`src/hw/rtl/crs_pkg.sv`:
```
// Shared types, constants and the weight function of the spline segment sampler.
// No dependencies; imported by crs_blend and catmull_rom_segment_sampler_top.
`timescale 1ns / 1ps

package crs_pkg;

    localparam int SAMPLES_PER_SEGMENT = 11;
    localparam int COORD_BITS          = 12;

    // Segment divisions and sample counter width.
    localparam int N_SEG  = SAMPLES_PER_SEGMENT - 1;
    localparam int K_BITS = $clog2(SAMPLES_PER_SEGMENT);

    // Field widths fixed by the stream format.
    localparam int IN_BITS    = 12;
    localparam int OUT_BITS   = 14;
    localparam int INDEX_BITS = 4;
    localparam int OUT_MAX    = (1 << (OUT_BITS - 1)) - 1;
    localparam int OUT_MIN    = -(1 << (OUT_BITS - 1));

    // Coordinates carry one extra bit so the flipped y can go negative.
    localparam int PB = COORD_BITS + 1;

    // Weight scale 2*n^3 and rounding divisor 4*n^3.
    localparam longint DEN = 64'sd2 * N_SEG * N_SEG * N_SEG;
    localparam longint DIV = 64'sd2 * DEN;
    localparam int     WB  = $clog2(DEN + 1) + 1;

    // Accumulator width and the bias that makes it non-negative before division.
    localparam int     NUM_BITS = PB + WB + 3;
    localparam int     U_BITS   = NUM_BITS + 1;
    localparam longint BIAS_Q   = ((64'sd1 <<< (NUM_BITS - 1)) + DIV - 1) / DIV;
    localparam longint OFFSET   = BIAS_Q * DIV;

    // Reciprocal of the divisor; the estimate is low by at most one.
    localparam int     R_SHIFT = U_BITS;
    localparam longint RECIP   = (64'sd1 <<< R_SHIFT) / DIV;
    localparam int     R_BITS  = $clog2(RECIP + 1);

    typedef logic signed [PB-1:0] coord_t;
    typedef logic signed [WB-1:0] weight_t;

    typedef struct packed {
        logic              valid;
        logic [K_BITS-1:0] idx;
        logic              last;
    } crs_tag_t;

    // Uniform spline basis weight j for sample kk, scaled by 2*n^3.
    function automatic weight_t cr_weight(input int j, input int kk);
        longint n;
        longint k;
        longint w;
        n = N_SEG;
        k = kk;
        case (j)
            0:       w = -k * n * n + 2 * k * k * n - k * k * k;
            1:       w = 2 * n * n * n - 5 * k * k * n + 3 * k * k * k;
            2:       w = k * n * n + 4 * k * k * n - 3 * k * k * k;
            default: w = -k * k * n + k * k * k;
        endcase
        return WB'(w);
    endfunction

endpackage

```
`src/hw/rtl/crs_blend.sv`:
```
// Five-stage blend datapath for one coordinate: weighted sum, rounding division, saturation.
// Depends on crs_pkg for widths, scale constants and types.
`timescale 1ns / 1ps

module crs_blend
(
    input  logic                      clk,
    input  logic                      en,
    input  crs_pkg::coord_t           pts [4],
    input  crs_pkg::weight_t          weights [4],
    output logic [crs_pkg::OUT_BITS-1:0] result
);
    import crs_pkg::*;

    localparam int PRB = PB + WB;

    localparam logic [U_BITS-1:0]       DIV_U    = U_BITS'(DIV);
    localparam logic [U_BITS-1:0]       OFFSET_U = U_BITS'(OFFSET);
    localparam logic [R_BITS-1:0]       RECIP_V  = R_BITS'(RECIP);
    localparam logic signed [NUM_BITS-1:0] DEN_S = NUM_BITS'(DEN);
    localparam logic signed [U_BITS:0]  Q_BIAS   = (U_BITS + 1)'(BIAS_Q);
    localparam logic signed [U_BITS:0]  Q_HI     = (U_BITS + 1)'(OUT_MAX);
    localparam logic signed [U_BITS:0]  Q_LO     = (U_BITS + 1)'(OUT_MIN);

    logic signed [PRB-1:0]      prod_reg [4];
    logic signed [PRB-1:0]      prod_next [4];
    logic [U_BITS-1:0]          u_reg, u_next;
    logic [U_BITS-1:0]          u3_reg;
    logic [U_BITS-1:0]          est_reg, est_next;
    logic signed [U_BITS:0]     q_reg, q_next;
    logic [OUT_BITS-1:0]        out_reg, out_next;

    logic signed [NUM_BITS-1:0] sum_s;
    logic signed [NUM_BITS-1:0] num2;
    logic [U_BITS+R_BITS-1:0]   prod_r;
    logic [U_BITS-1:0]          rem;
    logic [U_BITS-1:0]          est_c;

    always_comb
    begin
        for (int j = 0; j < 4; j++)
        begin
            prod_next[j] = PRB'(weights[j]) * PRB'(pts[j]);
        end
    end

    // Rounded to nearest: floor((2*sum + den) / (2*den)), biased to stay non-negative.
    always_comb
    begin
        sum_s  = NUM_BITS'(prod_reg[0]) + NUM_BITS'(prod_reg[1])
               + NUM_BITS'(prod_reg[2]) + NUM_BITS'(prod_reg[3]);
        num2   = (sum_s <<< 1) + DEN_S;
        u_next = U_BITS'(num2) + OFFSET_U;
    end

    always_comb
    begin
        prod_r   = u_reg * RECIP_V;
        est_next = U_BITS'(prod_r >> R_SHIFT);
    end

    // The reciprocal estimate may be one short; the remainder check fixes it.
    always_comb
    begin
        rem    = u3_reg - est_reg * DIV_U;
        est_c  = est_reg + U_BITS'(rem >= DIV_U);
        q_next = $signed({1'b0, est_c}) - Q_BIAS;
    end

    always_comb
    begin
        if (q_reg > Q_HI)
        begin
            out_next = OUT_BITS'(Q_HI);
        end
        else if (q_reg < Q_LO)
        begin
            out_next = OUT_BITS'(Q_LO);
        end
        else
        begin
            out_next = OUT_BITS'(q_reg);
        end
    end

    always_ff @(posedge clk)
    begin
        if (en)
        begin
            for (int j = 0; j < 4; j++)
            begin
                prod_reg[j] <= prod_next[j];
            end
            u_reg   <= u_next;
            u3_reg  <= u_reg;
            est_reg <= est_next;
            q_reg   <= q_next;
            out_reg <= out_next;
        end
    end

    assign result = out_reg;

endmodule
```
`config.mk`:
```
export PLATFORM = sky130hd
export DESIGN_NAME = crs_blend
export DESIGN_NICKNAME = d
export VERILOG_FILES = /design/src/hw/rtl/crs_pkg.sv /design/src/hw/rtl/crs_blend.sv
export SDC_FILE = /design/constraint.sdc
export NUM_CORES = 2
export LEC_CHECK = 0
export BUFFER_PORTS_ARGS = -buffer_cell sky130_fd_sc_hd__buf_2
export CAP_MARGIN = 20
export CORE_ASPECT_RATIO = 1.2
export CORE_MARGIN = 5
export CORE_UTILIZATION = 60
export DETAILED_ROUTE_END_ITERATION = 7
export PLACE_DENSITY = 0.9
export SLEW_MARGIN = 30
export SYNTH_ARGS = -nofsm -noshare
export SYNTH_HDL_FRONTEND = slang
export SYNTH_SLANG_ARGS = --single-unit
export TNS_END_PERCENT = 100
```
`constraint.sdc`:
```
create_clock -name clk -period 8.75 [get_ports clk]
set_input_delay 0.875 -clock clk [delete_from_list [all_inputs] [get_ports clk]]
set_output_delay 0.875 -clock clk [all_outputs]
set_load 0.005 [all_outputs]
```
* Word-level counts from Yosys, hierarchy flattened
Memories as Yosys holds them, arrays and structs flattened.
Cells that the tools add are included.
** Cells by class
- $add $sub $neg :: 8
- $mul :: 6
- $lt $le $gt $ge :: 3
- Mux-type cells :: 3
** Operators by type and width (count)
- multiplier 12 x 13 -> 25 bit :: 4
- multiplier 29 x 18 -> 47 bit (second input constant) :: 1
- > comparator 30 x 14 -> 1 bit (second input constant) :: 1
- < comparator 30 x 14 -> 1 bit (second input constant) :: 1
- adder 29 x 28 -> 29 bit (second input constant) :: 1
- greater-or-equal comparator 29 x 12 -> 1 bit (second input constant) :: 1
- subtractor 29 bit :: 1
- adder 28 x 12 -> 28 bit (second input constant) :: 1
- adder 26 x 25 -> 27 bit :: 1
- adder 27 x 25 -> 27 bit :: 1
- adder 25 x 25 -> 26 bit :: 1
- multiplier 18 x 7 -> 24 bit (second input constant) :: 1
- subtractor 19 x 16 -> 20 bit (second input constant) :: 1
- adder 18 x 1 -> 19 bit :: 1
- 2-to-1 mux 14 bit :: 1
- 2-to-1 mux 1 bit :: 2
** Storage, ports and cells
- Bits in registers :: 120
- Memory bits (writable) :: 100
- Output and inout bits :: 14
- Memories :: 1
** Memories
- prod_reg :: words 4, width 25, rd ports 4, clocked after Yosys merged registers in 0, write ports 4, line crs_blend.sv:25 : logic signed [PRB-1:0] prod_reg [4];

* Logic depth before layout (Yosys ltp)
An unclocked memory read counts as a cell.
- Depth in word-level cells :: 6
- Gate-level depth with buffers :: 41
- Mapped depth without buffers :: 41

* Least setup slack after synthesis
No wires, ideal clock.
- Path kind :: register -> register
- Start :: register est_reg[1]
- End :: register q_reg[17], data pin
- Setup time :: 0.261 ns
- Data arrival time :: 8.694 ns
- Data required time :: 8.489 ns
- Slack :: -0.204 ns
- Stages on the path, launching flop included :: 38
- Clock period less this slack :: 8.954 ns
- Cells stage by stage :: edfxtp_1 > fa_1 > fa_1 > inv_1 > fa_1 > fa_1 > inv_1 > ha_1 > inv_1 > o21ai_0 > a21oi_1 > nor2b_1 > o21a_1 > o31a_1 > o41ai_1 > o211ai_1 > and2_1 > xnor2_1 > [2 not listed] > a2111oi_0 > o21ai_0 > a2111oi_0 > o2111ai_1 > or4_1 > or4_1 > nor4_1 > ha_1 > inv_1 > a21o_1 > a21oi_1 > nand2_1 > a21oi_1 > o21ai_0 > a21boi_0 > nand2_1 > a21oi_1 > xnor2_1
** Between the ends
- Longest elaborated chain between the ends :: 5
** RTL lines
- from (decl) :: line crs_blend.sv:29 : logic [U_BITS-1:0] est_reg, est_next;
- from (signal assigned) :: line crs_blend.sv:96 : est_reg <= est_next;
- multiplier 18 x 7 -> 24 bit :: line crs_blend.sv:65 : rem = u3_reg - est_reg * DIV_U;
- subtractor 29 bit :: line crs_blend.sv:65
- greater-or-equal comparator 29 x 12 -> 1 bit :: line crs_blend.sv:66 : est_c = est_reg + U_BITS'(rem >= DIV_U);
- adder 18 x 1 -> 19 bit (*) :: line crs_blend.sv:66
- subtractor 19 x 16 -> 20 bit (*) :: line crs_blend.sv:67 : q_next = $signed({1'b0, est_c}) - Q_BIAS;
- via q_next[17] :: line crs_blend.sv:30 : logic signed [U_BITS:0] q_reg, q_next;
- to (signal assigned) :: line crs_blend.sv:97 : q_reg <= q_next;
- to (decl) :: line crs_blend.sv:30
Mark *: on every way through the listed nets, which the timed path passes. The rest lies on a longest branch.
A chain may end at the register's enable or synchronous reset.

* Worst setup path after layout
Same ends and word-level chain as after synthesis.

==> flow_summary.json <==
{
  "synthFlopType": "edfxtp_1",
  "slowest_delay_ns": 0.55,
  "place_ws_ns": -0.8664,
  "antenna_found_initial": 3,
  "crit_top_cell": "buf_4",
  "synth-seq-cells": 204,
  "clk_pin_slew_worst_paths_ns": 0.06,
  "wl_per_cell_um": 18.07,
  "yosysSeqAreaShare_pct": 14.46,
  "rows": 106,
  "die_h_um": 301.1,
  "maxSlewViolCount": 0,
  "h-tree-depth": 1,
  "drive_gt1_share_pct": 8.016,
  "relSlewSlack_pct": 39.36,
  "yosysUniqueCellTypes": 84,
  "finalSetupViolCount": 8,
  "finalHoldViolCount": 0,
  "r2r_slack_ns": -0.27,
  "die_w_um": 252.6,
  "synth-async-reset-ratio_pct": 0,
  "worstMarginPinSlew_ns": 0.9096,
  "cp.required_ns": 9.03,
  "root_buffer": "clkbuf_16",
  "yosys.area.top_type_share_pct": 37.37,
  "syn_avg_cell_area_um2": 9.910,
  "nNetsFinal": 5856,
  "min_period_over_period_pct": 103.1,
  "via_per_inst": 5.706,
  "synth-simple-area-share_pct": 11.94,
  "synth.top_cells.by_area": "fa_1 (37%), ha_1 (16%), edfxtp_1 (14%)",
  "synth.largest_area_cell": "fa_1",
  "worst_slack_ns": -0.2728,
  "numCtsBuffers": 24,
  "drt_pass1_iterations": 8,
  "muxShareOfSynthArea_pct": 0.07382,
  "layout_min_cycle_time_ns": 9.023,
  "area_growth_pct": 7.978,
  "syn_inst": 4276,
  "synth_area_mm2": 0.04238,
  "gp_congestion": 0.9315,
  "status": "finished, violations left",
  "initial_utilization_pct": 60.63,
  "io_pins": 116,
  "synth_fp_nets": 5707,
  "cp-start-kind": "flop",
  "track_usage_pct": 25.84,
  "yosysWarnings": 0,
  "synth_top_family_by_area": "adder cells",
  "critPathCaptureType": "flop",
  "cap_violations": 0,
  "cts_tree": "done",
  "hold_slack_ns": 0.5044,
  "largest_register_ffs": 100,
  "overflow": 0,
  "ys_top_cells_by_count": "inv_1 (975), fa_1 (791), ha_1 (538)",
  "synth_compound_area_share_pct": 6.354,
  "clk-insertion-delay-late_ns": 0.56,
  "drcViolationCount": 3,
  "critPathMaxFanout": 3,
  "clockBufferDepth": 3,
  "grt_start_max_net_pins": 78,
  "fp.dieArea_mm2": 0.07606,
  "hp-class": "reg -> reg",
  "post_dp_cell_area_mm2": 0.04437,
  "synth_fa_ha_area_share_pct": 53.28,
  "routed_wl_um": 96910,
  "multi_input_area_mm2": 0.03250,
  "rsz0062_at_grt": "true",
  "grt_pass1_wl_um": 161600,
  "cp_data_arrival_time_ns": 9.30,
  "final_cell_area_mm2": 0.04576,
  "fp.coreArea_mm2": 0.06989,
  "synth.most_common_cell": "inv_1",
  "fin_skew_ns": 0.02524,
  "place_hpwl_um": 78030,
  "synth_xor_area_share_pct": 4.296,
  "fillers": 4798,
  "detail-route-antenna-nets": 0,
  "violations": "design-rule violations, negative setup slack",
  "grt_pass1_vias": 33990,
  "cts.sinks": 204,
  "synth_edf_count": 204,
  "port_buffers": 115,
  "slowest_stage": "fa_1",
  "vias": 30600,
  "drt-initial-drc-count": 1805,
  "path_class": "reg -> reg",
  "seqCellArea_mm2": 0.006126,
  "fin_cells": 5363,
  "fmax_ghz": 0.1108,
  "dp.cells": 5289
}
[timing repair]
action	CTS	global route
setup endpoints to repair	16	16
buffers inserted	28	9
pin swaps	37	28
hold buffers	0	0
resized for setup	48	31
[cell usage in the layout (no fill, tap or decap), drive strengths merged, types with 11 or more instances in the layout]
cell | netlist | layout
buf | 2 | 230
nand2b | 65 | 65
inv | 975 | 977
nand3 | 35 | 35
a211oi | 16 | 16
o21bai | 16 | 16
a31oi | 16 | 16
or3 | 11 | 11
o21a | 30 | 30
fa | 791 | 791
nor3 | 48 | 48
o21ai | 107 | 107
xnor2 | 152 | 152
a21o | 34 | 34
ha | 538 | 538
xor2 | 52 | 52
edfxtp | 204 | 204
nand2 | 482 | 482
clkbuf | 106 | 25
nor2b | 27 | 27
a21oi | 106 | 106
a21boi | 16 | 16
nor2 | 110 | 110
and2 | 207 | 207
[worst max-delay path, delay by kind of cell, from the launching register on]
family	cells	cell delay [ns]
AOI/OAI and AO/OA	14	2.39
xor gates and xnor gates	3	0.42
buffers and inverters	16	1.78
and+or+nand+nor	5	1.12
DFF	1	0.43
adders and majority gates	7	2.66
[cells by family after synthesis]
| kind of cell | after synthesis |
|---|---|
| buffers and inverters | 1083 |
| AO/OA/AOI/OAI | 410 |
| flip-flops | 204 |
| XOR/XNOR | 204 |
| multiplexers | 3 |
| AND/OR/NAND/NOR | 1042 |
| adder cells (fa/ha/maj) | 1330 |
[final cells by class]
class	instances	area share (%)
Inverter	975	8.015
Clock inverter	18	0.4758
Tap cell	918	2.510
Sequential cell	204	13.39
Timing Repair Buffer	231	3.254
Antenna cell	4	0.02188
Multi-Input combinational cell	2989	71.02
Clock buffer	24	1.313
[worst paths after layout]
kind                             start                        to  cells past startpoint
setup / recovery  est_reg[1]$_DFFE_PP_       q_reg[17]$_DFFE_PP_                     45
hold / removal     q_reg[28]$_DFFE_PP_  result[13]$_SDFFCE_PN0P_                      0
setup reg to reg  est_reg[1]$_DFFE_PP_       q_reg[17]$_DFFE_PP_                     45
hold reg to reg    q_reg[28]$_DFFE_PP_  result[13]$_SDFFCE_PN0P_                      0
[per-layer routing]
layer,wire [um],up-vias,share of wire [%],global-route usage (%)
li1,-,13580,-,-
met1,33280,15240,34,28.73
met2,51720,1328,53,47.99
met3,5041,454,5.2,2.769
met4,6868,0,7.1,14.41
met5,0,-,0,0
[stage by stage]
step                      utilization (%)  TNS, ns
after detailed placement            63.48   -6.944
after global routing                65.46   -3.879
after CTS                           65.19   -1.177
after floorplan                         -        0
after global placement              63.48   -4.062
final                               65.46   -1.287
Power is left out: the tool's default activity adds up to more than one toggle a clock period on the data nets, which glitch-free logic cannot reach.
